--- src/rtl/cjd_pkg.sv ---
`timescale 1ns / 1ps
// ----------------------------------------------------------------------------
// cjd_pkg
// Shared types, constants and an arithmetic helper of the clock jump detector.
// ----------------------------------------------------------------------------
package cjd_pkg;

	localparam int unsigned TIME_W    = 64;
	localparam int unsigned CAP_W     = 2;
	localparam int unsigned CFG_IDX_W = 4;

	localparam logic [TIME_W-1:0] S64_MAX = 64'h7FFF_FFFF_FFFF_FFFF;
	localparam logic [TIME_W-1:0] S64_MIN = 64'h8000_0000_0000_0000;

	localparam logic [TIME_W-1:0] GRACE_RESET   = 64'd60000;
	localparam logic [TIME_W-1:0] THR_RESET     = 64'd5000;
	// two's complement of the reset threshold
	localparam logic [TIME_W-1:0] THR_NEG_RESET = 64'hFFFF_FFFF_FFFF_EC78;

	typedef enum logic [CFG_IDX_W-1:0] {
		REG_GRACE_WINDOW   = 4'd0,
		REG_JUMP_THRESHOLD = 4'd1
	} cfg_reg_t;

	// configuration as seen by the datapath
	typedef struct packed {
		logic [TIME_W-1:0] grace_window;
		logic [TIME_W-1:0] thr_mag;
		logic [TIME_W-1:0] thr_neg;
	} cfg_t;

	// status bits that travel unchanged
	typedef struct packed {
		logic [CAP_W-1:0] capability;
		logic             sync_status_known;
		logic             sync_ok;
	} status_t;

	// saturating signed subtraction a - b
	function automatic logic [TIME_W-1:0] sat_sub(input logic [TIME_W-1:0] a,
		input logic [TIME_W-1:0] b);
		logic [TIME_W-1:0] d;
		d = a - b;
		if ((a[TIME_W-1] != b[TIME_W-1]) && (a[TIME_W-1] != d[TIME_W-1])) begin
			return a[TIME_W-1] ? S64_MIN : S64_MAX;
		end
		return d;
	endfunction

endpackage

--- src/rtl/cjd_ifs.sv ---
`timescale 1ns / 1ps
// ----------------------------------------------------------------------------
// cjd channel interfaces
// Sample, result and configuration write channels with valid/ready handshake.
// ----------------------------------------------------------------------------
interface cjd_sample_if;
	logic                                  valid;
	logic                                  ready;
	logic signed [cjd_pkg::TIME_W-1:0]     wall_time_ms;
	logic        [cjd_pkg::TIME_W-1:0]     steady_time_ms;
	logic                                  sync_status_known;
	logic                                  sync_ok;
	logic        [cjd_pkg::CAP_W-1:0]      capability_in;

	modport source (output valid, wall_time_ms, steady_time_ms, sync_status_known,
		sync_ok, capability_in, input ready);
	modport sink (input valid, wall_time_ms, steady_time_ms, sync_status_known,
		sync_ok, capability_in, output ready);
endinterface

interface cjd_result_if;
	logic                                  valid;
	logic                                  ready;
	logic        [cjd_pkg::CAP_W-1:0]      capability_out;
	logic                                  sync_status_known_out;
	logic                                  sync_ok_out;
	logic signed [cjd_pkg::TIME_W-1:0]     jump_amount_ms;
	logic                                  jump_flag;
	logic                                  grace_active;

	modport source (output valid, capability_out, sync_status_known_out, sync_ok_out,
		jump_amount_ms, jump_flag, grace_active, input ready);
	modport sink (input valid, capability_out, sync_status_known_out, sync_ok_out,
		jump_amount_ms, jump_flag, grace_active, output ready);
endinterface

interface cjd_cfg_if;
	logic                                  valid;
	logic                                  ready;
	logic [cjd_pkg::CFG_IDX_W-1:0]         index;
	logic [cjd_pkg::TIME_W-1:0]            data;

	modport source (output valid, index, data, input ready);
	modport sink (input valid, index, data, output ready);
endinterface

--- src/rtl/cjd_cfg.sv ---
`timescale 1ns / 1ps
// ----------------------------------------------------------------------------
// cjd_cfg
// Configuration registers; the threshold is kept as magnitude and its negation.
// ----------------------------------------------------------------------------
module cjd_cfg (
	input  logic              clk,
	input  logic              arst_n,
	cjd_cfg_if.sink           cfg,
	output cjd_pkg::cfg_t     regs
);

	logic [cjd_pkg::TIME_W-1:0] grace_q;
	logic [cjd_pkg::TIME_W-1:0] thr_mag_q;
	logic [cjd_pkg::TIME_W-1:0] thr_neg_q;
	logic [cjd_pkg::TIME_W-1:0] data_neg;
	logic [cjd_pkg::TIME_W-1:0] mag_nxt;
	logic [cjd_pkg::TIME_W-1:0] neg_nxt;

	assign cfg.ready = 1'b1;
	assign data_neg  = ~cfg.data + cjd_pkg::TIME_W'(1);

	// most negative value stands for the largest magnitude
	always_comb begin
		if (cfg.data == cjd_pkg::S64_MIN) begin
			mag_nxt = cjd_pkg::S64_MAX;
			neg_nxt = cjd_pkg::S64_MIN + cjd_pkg::TIME_W'(1);
		end else if (cfg.data[cjd_pkg::TIME_W-1]) begin
			mag_nxt = data_neg;
			neg_nxt = cfg.data;
		end else begin
			mag_nxt = cfg.data;
			neg_nxt = data_neg;
		end
	end

	always_ff @(posedge clk or negedge arst_n) begin
		if (!arst_n) begin
			grace_q   <= cjd_pkg::GRACE_RESET;
			thr_mag_q <= cjd_pkg::THR_RESET;
			thr_neg_q <= cjd_pkg::THR_NEG_RESET;
		end else if (cfg.valid) begin
			unique case (cfg.index)
				cjd_pkg::REG_GRACE_WINDOW: begin
					grace_q <= cfg.data;
				end
				cjd_pkg::REG_JUMP_THRESHOLD: begin
					thr_mag_q <= mag_nxt;
					thr_neg_q <= neg_nxt;
				end
				default: begin
				end
			endcase
		end
	end

	assign regs.grace_window = grace_q;
	assign regs.thr_mag      = thr_mag_q;
	assign regs.thr_neg      = thr_neg_q;

	a_thr_pair: assert property (@(posedge clk) disable iff (!arst_n)
		thr_neg_q == ~thr_mag_q + cjd_pkg::TIME_W'(1))
		else $error("threshold negation out of step with magnitude");

	a_thr_nonneg: assert property (@(posedge clk) disable iff (!arst_n)
		!thr_mag_q[cjd_pkg::TIME_W-1])
		else $error("threshold magnitude negative");

	a_grace_write: assert property (@(posedge clk) disable iff (!arst_n)
		(cfg.valid && cfg.index == cjd_pkg::REG_GRACE_WINDOW) |=> (grace_q == $past(cfg.data)))
		else $error("grace window write not taken");

endmodule

--- src/rtl/clock_jump_detector.sv ---
`timescale 1ns / 1ps
// ----------------------------------------------------------------------------
// clock_jump_detector
// Flags wall-clock jumps against a monotonic clock, with a startup grace flag.
// ----------------------------------------------------------------------------
// Takes one sample per cycle while the pipeline is not stalled and returns one
// result per sample through the four-stage pipeline (input register, deltas,
// saturated jump, threshold compare); bubbles are squeezed out when the result
// side stalls. The first sample after reset
// opens the grace window and yields a zero jump, as does any sample whose
// monotonic time went backward or advanced by more than the signed 64-bit
// range. Configuration writes are taken at any time and must only be issued
// while no sample is in flight.
module clock_jump_detector (
	input  logic          clk,
	input  logic          arst_n,
	cjd_sample_if.sink    sample,
	cjd_result_if.source  result,
	cjd_cfg_if.sink       cfg
);

	localparam int unsigned W = cjd_pkg::TIME_W;

	cjd_pkg::cfg_t regs;

	cjd_cfg u_cfg (
		.clk    (clk),
		.arst_n (arst_n),
		.cfg    (cfg),
		.regs   (regs)
	);

	// running state
	logic         seen_first_q;
	logic [W-1:0] first_steady_q;
	logic [W-1:0] last_wall_q;
	logic [W-1:0] last_steady_q;

	// stage valids and enables
	logic v_s1, v_s2, v_s3, v_s4;
	logic en_s1, en_s2, en_s3, en_s4;

	assign en_s4 = !v_s4 || result.ready;
	assign en_s3 = !v_s3 || en_s4;
	assign en_s2 = !v_s2 || en_s3;
	assign en_s1 = !v_s1 || en_s2;
	assign sample.ready = en_s1;

	logic accept;
	assign accept = sample.valid && en_s1;

	// stage 1 registers
	cjd_pkg::status_t st_s1;
	logic [W-1:0]     wall_s1, steady_s1, prev_wall_s1, prev_steady_s1, first_s1;
	logic             seen_s1;

	// stage 2 registers
	cjd_pkg::status_t st_s2;
	logic [W-1:0]     mdelta_s2, wdelta_s2, gdiff_s2;
	logic             do_jump_s2, gbefore_s2;

	// stage 3 registers
	cjd_pkg::status_t st_s3;
	logic [W-1:0]     jump_s3;
	logic             grace_s3;

	// stage 4 registers
	cjd_pkg::status_t st_s4;
	logic [W-1:0]     jump_s4;
	logic             flag_s4, grace_s4;

	always_ff @(posedge clk or negedge arst_n) begin
		if (!arst_n) begin
			seen_first_q   <= 1'b0;
			first_steady_q <= '0;
			last_wall_q    <= '0;
			last_steady_q  <= '0;
		end else if (accept) begin
			seen_first_q  <= 1'b1;
			last_wall_q   <= sample.wall_time_ms;
			last_steady_q <= sample.steady_time_ms;
			if (!seen_first_q) begin
				first_steady_q <= sample.steady_time_ms;
			end
		end
	end

	always_ff @(posedge clk or negedge arst_n) begin
		if (!arst_n) begin
			v_s1 <= 1'b0;
			v_s2 <= 1'b0;
			v_s3 <= 1'b0;
			v_s4 <= 1'b0;
		end else begin
			if (en_s1) begin
				v_s1 <= sample.valid;
			end
			if (en_s2) begin
				v_s2 <= v_s1;
			end
			if (en_s3) begin
				v_s3 <= v_s2;
			end
			if (en_s4) begin
				v_s4 <= v_s3;
			end
		end
	end

	// stage 1: capture the item with the state it sees
	always_ff @(posedge clk) begin
		if (en_s1) begin
			st_s1.capability        <= sample.capability_in;
			st_s1.sync_status_known <= sample.sync_status_known;
			st_s1.sync_ok           <= sample.sync_ok;
			wall_s1                 <= sample.wall_time_ms;
			steady_s1               <= sample.steady_time_ms;
			prev_wall_s1            <= last_wall_q;
			prev_steady_s1          <= last_steady_q;
			first_s1                <= seen_first_q ? first_steady_q : sample.steady_time_ms;
			seen_s1                 <= seen_first_q;
		end
	end

	// stage 2: monotonic delta, wall delta, offset into grace window
	logic [W:0] mdiff_ext, gdiff_ext;
	assign mdiff_ext = {1'b0, steady_s1} - {1'b0, prev_steady_s1};
	assign gdiff_ext = {1'b0, steady_s1} - {1'b0, first_s1};

	always_ff @(posedge clk) begin
		if (en_s2) begin
			st_s2      <= st_s1;
			mdelta_s2  <= mdiff_ext[W-1:0];
			wdelta_s2  <= cjd_pkg::sat_sub(wall_s1, prev_wall_s1);
			// borrow means time went backward; top bit set means delta too large
			do_jump_s2 <= seen_s1 && !mdiff_ext[W] && !mdiff_ext[W-1];
			gdiff_s2   <= gdiff_ext[W-1:0];
			gbefore_s2 <= gdiff_ext[W];
		end
	end

	// stage 3: saturated jump, grace compare
	always_ff @(posedge clk) begin
		if (en_s3) begin
			st_s3    <= st_s2;
			jump_s3  <= do_jump_s2 ? cjd_pkg::sat_sub(wdelta_s2, mdelta_s2) : '0;
			grace_s3 <= !gbefore_s2 && (gdiff_s2 < regs.grace_window);
		end
	end

	// stage 4: threshold compare into the result register
	always_ff @(posedge clk) begin
		if (en_s4) begin
			st_s4    <= st_s3;
			jump_s4  <= jump_s3;
			flag_s4  <= ($signed(regs.thr_mag) < $signed(jump_s3)) ||
				($signed(jump_s3) < $signed(regs.thr_neg));
			grace_s4 <= grace_s3;
		end
	end

	assign result.valid                 = v_s4;
	assign result.capability_out        = st_s4.capability;
	assign result.sync_status_known_out = st_s4.sync_status_known;
	assign result.sync_ok_out           = st_s4.sync_ok;
	assign result.jump_amount_ms        = jump_s4;
	assign result.jump_flag             = flag_s4;
	assign result.grace_active          = grace_s4;

	a_first_sticky: assert property (@(posedge clk) disable iff (!arst_n)
		seen_first_q |=> seen_first_q)
		else $error("first-sample mark cleared without reset");

	a_first_no_jump: assert property (@(posedge clk) disable iff (!arst_n)
		(en_s2 && v_s1 && !seen_s1) |=> !do_jump_s2)
		else $error("jump computed for the first sample");

	a_flag_nonzero: assert property (@(posedge clk) disable iff (!arst_n)
		(v_s4 && flag_s4) |-> (jump_s4 != '0))
		else $error("jump flagged with zero jump");

	a_stage_hold: assert property (@(posedge clk) disable iff (!arst_n)
		(v_s1 && !en_s2) |=> (v_s1 && $stable(wall_s1) && $stable(steady_s1)))
		else $error("stalled stage one item changed");

endmodule
--- src/flat_wrapper.sv ---
// flat-port wrapper written by rule: the top's interface ports become plain ports
module clock_jump_detector_flat 
  (clk, arst_n, sample_valid, sample_wall_time_ms, sample_steady_time_ms, sample_sync_status_known, sample_sync_ok, sample_capability_in, sample_ready, result_valid, result_capability_out, result_sync_status_known_out, result_sync_ok_out, result_jump_amount_ms, result_jump_flag, result_grace_active, result_ready, cfg_valid, cfg_index, cfg_data, cfg_ready);
  cjd_sample_if sample_i ();
  cjd_result_if result_i ();
  cjd_cfg_if cfg_i ();
  input  logic clk;
  input  logic arst_n;
  input wire logic [$bits(sample_i.valid)-1:0] sample_valid;
  input wire logic [$bits(sample_i.wall_time_ms)-1:0] sample_wall_time_ms;
  input wire logic [$bits(sample_i.steady_time_ms)-1:0] sample_steady_time_ms;
  input wire logic [$bits(sample_i.sync_status_known)-1:0] sample_sync_status_known;
  input wire logic [$bits(sample_i.sync_ok)-1:0] sample_sync_ok;
  input wire logic [$bits(sample_i.capability_in)-1:0] sample_capability_in;
  output wire logic [$bits(sample_i.ready)-1:0] sample_ready;
  output wire logic [$bits(result_i.valid)-1:0] result_valid;
  output wire logic [$bits(result_i.capability_out)-1:0] result_capability_out;
  output wire logic [$bits(result_i.sync_status_known_out)-1:0] result_sync_status_known_out;
  output wire logic [$bits(result_i.sync_ok_out)-1:0] result_sync_ok_out;
  output wire logic [$bits(result_i.jump_amount_ms)-1:0] result_jump_amount_ms;
  output wire logic [$bits(result_i.jump_flag)-1:0] result_jump_flag;
  output wire logic [$bits(result_i.grace_active)-1:0] result_grace_active;
  input wire logic [$bits(result_i.ready)-1:0] result_ready;
  input wire logic [$bits(cfg_i.valid)-1:0] cfg_valid;
  input wire logic [$bits(cfg_i.index)-1:0] cfg_index;
  input wire logic [$bits(cfg_i.data)-1:0] cfg_data;
  output wire logic [$bits(cfg_i.ready)-1:0] cfg_ready;
  assign sample_i.valid = sample_valid;
  assign sample_i.wall_time_ms = sample_wall_time_ms;
  assign sample_i.steady_time_ms = sample_steady_time_ms;
  assign sample_i.sync_status_known = sample_sync_status_known;
  assign sample_i.sync_ok = sample_sync_ok;
  assign sample_i.capability_in = sample_capability_in;
  assign sample_ready = sample_i.ready;
  assign result_valid = result_i.valid;
  assign result_capability_out = result_i.capability_out;
  assign result_sync_status_known_out = result_i.sync_status_known_out;
  assign result_sync_ok_out = result_i.sync_ok_out;
  assign result_jump_amount_ms = result_i.jump_amount_ms;
  assign result_jump_flag = result_i.jump_flag;
  assign result_grace_active = result_i.grace_active;
  assign result_i.ready = result_ready;
  assign cfg_i.valid = cfg_valid;
  assign cfg_i.index = cfg_index;
  assign cfg_i.data = cfg_data;
  assign cfg_ready = cfg_i.ready;
  clock_jump_detector u_core (.clk(clk), .arst_n(arst_n), .sample(sample_i), .result(result_i), .cfg(cfg_i));
endmodule
--- config.mk ---
export PLATFORM = sky130hd
export DESIGN_NAME = clock_jump_detector_flat
export DESIGN_NICKNAME = d
export VERILOG_FILES = /design/src/rtl/cjd_pkg.sv /design/src/rtl/cjd_ifs.sv /design/src/rtl/cjd_cfg.sv /design/src/rtl/clock_jump_detector.sv /design/src/flat_wrapper.sv
export SDC_FILE = /design/constraint.sdc
export NUM_CORES = 2
export LEC_CHECK = 0
export BUFFER_PORTS_ARGS = -buffer_cell sky130_fd_sc_hd__buf_2
export CAP_MARGIN = 5
export CORE_MARGIN = 3
export CORE_UTILIZATION = 55
export CTS_CLUSTER_DIAMETER = 30
export DETAILED_ROUTE_END_ITERATION = 8
export PLACE_DENSITY = 0.73
export SLEW_MARGIN = 10
export SYNTH_ARGS = -nofsm -noshare
export SYNTH_HDL_FRONTEND = slang
export SYNTH_HIERARCHICAL = 1
export SYNTH_SLANG_ARGS = --single-unit
export TNS_END_PERCENT = 50
--- constraint.sdc ---
create_clock -name clk -period 53.6 [get_ports clk]
set_input_delay 16.08 -clock clk [delete_from_list [all_inputs] [get_ports clk]]
set_output_delay 16.08 -clock clk [all_outputs]
set_load 0.01 [all_outputs]
==> impl_metrics.prom <==
# TYPE chip_impl_metric gauge
chip_impl_metric{name="number_of_clock_buffers_inserted_by_tritoncts",unit=""} 213
chip_impl_metric{name="clock_transition_at_the_register_clock_pins_on_the_worst_setup_and_hold_paths_after_cts",unit="ps"} 40
chip_impl_metric{name="yosys.area_share.xor_xnor",unit=""} 0.0459
chip_impl_metric{name="global_route.usage.total",unit=""} 0.292
chip_impl_metric{name="cellPowerDensity",unit="nW/um2"} 62.5
chip_impl_metric{name="vias",unit=""} 44000
chip_impl_metric{name="pwr-share-clk",unit=""} 0.314
chip_impl_metric{name="drive_gt1_frac",unit=""} 0.188
chip_impl_info{name="synth_top_cells_by_count",value="sky130_fd_sc_hd__edfxtp_1, sky130_fd_sc_hd__inv_1, sky130_fd_sc_hd__a21oi_1"} 1
chip_impl_metric{name="design.portCount",unit=""} 278
chip_impl_info{name="cp_cell_sequence",value="buf_2 > nor2b_1 > nand4_1 > buf_2"} 1
chip_impl_metric{name="seqPwrFrac",unit=""} 0.310
chip_impl_metric{name="drt_drc_violations_left",unit=""} 0
chip_impl_metric{name="totalWireLength",unit="um"} 165000
chip_impl_metric{name="maxCapViolations",unit=""} 0
chip_impl_metric{name="synth.area.mux_share",unit=""} 0.0615
chip_impl_metric{name="sequential_to_total_area_share_from_yosys_stat",unit=""} 0.501
chip_impl_info{name="yosys.cell_count.top_type",value="sky130_fd_sc_hd__edfxtp_1"} 1
chip_impl_metric{name="timing.fmax",unit="GHz"} 0.0297
chip_impl_metric{name="syn-mean-instance-area",unit="um2"} 10.8
chip_impl_metric{name="buffer_ports.inserted",unit=""} 276
chip_impl_metric{name="final_net_count",unit=""} 6426
chip_impl_info{name="rr_startpoint",value="u_core/wdelta_s2[0]$_DFFE_PP_"} 1
chip_impl_metric{name="design.core.area",unit="um2"} 106000
chip_impl_metric{name="post_synth_and_or_nand_nor_area_fraction",unit=""} 0.0947
chip_impl_metric{name="p_switching",unit="W"} 0.00160
chip_impl_metric{name="critical_path_data_required_time",unit="ps"} 37520
chip_impl_info{name="critical-path-slowest-cell",value="sky130_fd_sc_hd__nand4_1"} 1
chip_impl_info{name="crit_type",value="input port to primary output"} 1
chip_impl_metric{name="yosys_warns",unit=""} 6
chip_impl_metric{name="largest_vdd_supply_drop",unit="mV"} 0.0366
chip_impl_metric{name="worstPathBufferInverterCount",unit=""} 2
chip_impl_metric{name="post-dp-hpwl",unit="um"} 123000
chip_impl_info{name="gr-max-usage-layer",value="met2"} 1
chip_impl_metric{name="drtIter0Drc",unit=""} 4023
chip_impl_metric{name="fp-row-count",unit=""} 119
chip_impl_info{name="critical_path.endpoint_type",value="primary output"} 1
chip_impl_info{name="synth_top_family_by_area",value="compound AO/OA/AOI/OAI gates"} 1
chip_impl_metric{name="clockBufferDepth",unit=""} 3
chip_impl_metric{name="cellLeakagePower",unit="nW"} 29.9
chip_impl_metric{name="post-synth-top-area-fraction",unit=""} 0.336
chip_impl_metric{name="cts_num_sinks",unit=""} 1050
chip_impl_metric{name="first_global_vias",unit=""} 43000
chip_impl_metric{name="die_area",unit="um2"} 112000
chip_impl_metric{name="cpPeakStageDelay",unit="ps"} 510
chip_impl_info{name="startpoint_type",value="input port"} 1
chip_impl_info{name="setup_repair_after_global_routing_missed_its_margin",value="no"} 1
chip_impl_metric{name="die_width",unit="um"} 334
chip_impl_info{name="min-delay-start",value="u_core/st_s1[0]$_DFFE_PN_"} 1
chip_impl_metric{name="synth-compound-area-share",unit=""} 0.151
chip_impl_metric{name="cts_setup_buffers",unit=""} 0
chip_impl_metric{name="fin_crit_sh",unit=""} 0.628
chip_impl_metric{name="number_of_max_slew_violations_in_the_final_report",unit=""} 0
chip_impl_metric{name="whs",unit="ps"} 415
chip_impl_metric{name="last_weighted_congestion_value_of_the_routability_driven_placer",unit=""} 0.946
chip_impl_metric{name="clk_latency",unit="ps"} 790
chip_impl_metric{name="final.fill_count",unit=""} 8168
chip_impl_info{name="synth_top_cells_by_area",value="sky130_fd_sc_hd__edfxtp_1, sky130_fd_sc_hd__dfrtp_1, sky130_fd_sc_hd__ha_1"} 1
chip_impl_metric{name="postSynthCellCount",unit=""} 5488
chip_impl_metric{name="max_slew_margin",unit=""} 0.198
chip_impl_metric{name="fin_crit",unit="ps"} 33640
chip_impl_metric{name="grt_start_max_net_pins",unit=""} 152
chip_impl_metric{name="vias_per_cell",unit=""} 5.97
chip_impl_info{name="status",value="finished clean"} 1
chip_impl_info{name="tritoncts_clock_tree",value="done"} 1
chip_impl_info{name="ys_dominant_reg_cell",value="sky130_fd_sc_hd__edfxtp_1"} 1
chip_impl_info{name="critical_path_startpoint",value="result_ready"} 1
chip_impl_metric{name="yosysUniqueCellTypes",unit=""} 102
chip_impl_metric{name="postCtsResizedCells",unit=""} 0
chip_impl_metric{name="cp.arrival",unit="ps"} 17560
chip_impl_metric{name="tns_setup",unit="ps"} 0
chip_impl_metric{name="chip_height",unit="um"} 334
chip_impl_info{name="path_common_cell",value="sky130_fd_sc_hd__buf_2"} 1
chip_impl_metric{name="synthesis.area",unit="um2"} 59200
chip_impl_metric{name="crit_path_max_fanout",unit=""} 5
chip_impl_metric{name="antenna_found_initial",unit=""} 19
chip_impl_metric{name="wl_per_cell",unit="um"} 22.4
chip_impl_info{name="synth_top_area_cell",value="sky130_fd_sc_hd__edfxtp_1"} 1
chip_impl_metric{name="initial_core_util",unit=""} 0.559
chip_impl_info{name="clockRootBuffer",value="sky130_fd_sc_hd__clkbuf_16"} 1
chip_impl_metric{name="power.internal",unit="W"} 0.00273
chip_impl_metric{name="synth_enable_flop_cells",unit=""} 662
chip_impl_info{name="critical_path.top_delay_family",value="simple AND/OR/NAND/NOR gates"} 1
chip_impl_metric{name="worst_max_slew_pin_slew",unit="ps"} 1200
chip_impl_metric{name="grt.met3_usage",unit=""} 0.0539
chip_impl_metric{name="grt_first_pass_wirelength",unit="um"} 252000
chip_impl_metric{name="area_growth_syn_to_layout",unit="%"} 17.1
chip_impl_metric{name="grt_overflow",unit=""} 0
chip_impl_metric{name="mappedNetlistNets",unit=""} 6143
chip_impl_metric{name="grt_util_met2",unit=""} 0.458
chip_impl_metric{name="cts.htree.levels",unit=""} 4
chip_impl_metric{name="postSynthRegisterBits",unit=""} 1050
chip_impl_metric{name="final_hold_viol_count",unit=""} 0
chip_impl_metric{name="holdBufCountCts",unit=""} 0
chip_impl_metric{name="timing.final.setup_violations",unit=""} 0
chip_impl_metric{name="grt_util_met1",unit=""} 0.411
chip_impl_info{name="hp_class",value="flip-flop to flip-flop"} 1
chip_impl_metric{name="router_iterations_before_antenna_repair",unit=""} 6
chip_impl_metric{name="switching_portion_of_total_power",unit=""} 0.368
chip_impl_metric{name="synth_async_sr_flop_share",unit=""} 0.370
chip_impl_metric{name="antenna_violating_nets_post_route",unit=""} 0
chip_impl_metric{name="synth_fa_ha_area_frac",unit=""} 0.0958
chip_impl_metric{name="power.share.combinational",unit=""} 0.377
chip_impl_metric{name="final.setup_skew",unit="ps"} 34.2
-- flip-flops by register name, indices dropped and copies added, names as in the netlist, 2 cells and up --
register	flops
u_core/gdiff_s2	64
u_core/last_wall_q	64
u_core/wall_s1	64
u_core/result.capability_out	2
u_core/first_s1	64
u_core/wdelta_s2	64
u_core/jump_s3	64
u_core/result.jump_amount_ms	64
u_core/st_s3	4
u_core/st_s1	4
u_core/u_cfg/thr_mag_q	64
u_core/u_cfg/grace_q	64
u_core/first_steady_q	64
u_core/u_cfg/thr_neg_q	63
u_core/prev_wall_s1	64
u_core/mdelta_s2	64
u_core/steady_s1	64
u_core/st_s2	4
u_core/last_steady_q	64
u_core/prev_steady_s1	64
-- routing by layer --
metal	vias up	routed length (um)
met5	-	26
met4	4	5330
met3	270	12900
met2	1735	75500
met1	21500	71600
li1	20600	-
-- power by group through the flow --
| stage | clock network, W | logic, W | registers (W) |
|---|---|---|---|
| after CTS | 0.00137 | 0.00161 | 0.00134 |
| after detailed placement | 0 | 0.00159 | 0.00135 |
| after global routing | 0.00142 | 0.00180 | 0.00136 |
| final | 0.00136 | 0.00163 | 0.00134 |
| after global placement | 0 | 0.00156 | 0.00134 |
| after floorplan | 0 | 0.00114 | 0.00129 |
-- final timing paths --
kind,end,slack [ps],cells after the start
min,u_core/st_s2[0]$_DFFE_PP_,420,0
min reg2reg,u_core/st_s2[0]$_DFFE_PP_,420,0
max in group asynchronous,u_core/last_wall_q[35]$_DFFE_PN0P_,35750,4
max,sample_ready,19960,4
max reg2reg,u_core/jump_s3[18]$_SDFFCE_PN0P_,47220,17
min in group asynchronous,u_core/first_steady_q[17]$_DFFE_PN0P_,15280,1
-- placed cells by master (no fill, tap or decap), types with 68 or more instances in the layout --
cell                        netlist  routed
sky130_fd_sc_hd__buf_2           15     274
sky130_fd_sc_hd__xor2_1         134     134
sky130_fd_sc_hd__a21o_1         179     179
sky130_fd_sc_hd__xnor2_1        176     176
sky130_fd_sc_hd__mux2_2         320     320
sky130_fd_sc_hd__nand3_1         96      95
sky130_fd_sc_hd__a21oi_1        463     463
sky130_fd_sc_hd__ha_1           444     444
sky130_fd_sc_hd__dfstp_2         69      69
sky130_fd_sc_hd__nand4_1        103     103
sky130_fd_sc_hd__edfxtp_1       662     662
sky130_fd_sc_hd__o21ai_1         70      70
sky130_fd_sc_hd__o21ai_0        305     305
sky130_fd_sc_hd__dfrtp_1        319     318
sky130_fd_sc_hd__a31oi_1         72      72
sky130_fd_sc_hd__nand2_1        297     294
sky130_fd_sc_hd__clkbuf_16        0     215
sky130_fd_sc_hd__nor2_1         285     284
sky130_fd_sc_hd__inv_1          544     543
sky130_fd_sc_hd__nor3_1          69      68
-- final cells by class --
| cell class | instances | area [um2] | share of cell area |
|---|---|---|---|
| flip-flops and latches | 1050 | 29700 | 0.428 |
| multi-input cells | 3656 | 26600 | 0.384 |
| clock buffers | 256 | 5650 | 0.0816 |
| inverters | 544 | 2040 | 0.0295 |
| clock inverters | 151 | 1910 | 0.0276 |
| well taps | 1391 | 1740 | 0.0251 |
| repair buffers | 306 | 1640 | 0.0237 |
| diodes | 15 | 37.5 | 0.000541 |
-- per-stage QoR --
step / instance area, um2 / std cells / total power, W / util / setup WS [ps]
after floorplan: 59200 / 5488 / 0.00243 / - / 12290
after global placement: 61700 / 6947 / 0.00290 / 0.582 / 19980
after detailed placement: 61700 / 6947 / 0.00294 / 0.582 / 19980
after CTS: 69300 / 7354 / 0.00432 / 0.654 / 19970
after global routing: 69300 / 7359 / 0.00458 / 0.654 / 19910
final: 69300 / 7369 / 0.00433 / 0.654 / 19960
-- kinds of logic after synthesis --
logic type / after synthesis
compound gates: 1437
simple gates: 1134
flops: 1050
buf+inv: 782
fa+ha+maj: 450
mux: 324
xor+xnor: 310
other cells: 1
Power figures use the tool's default switching activity.
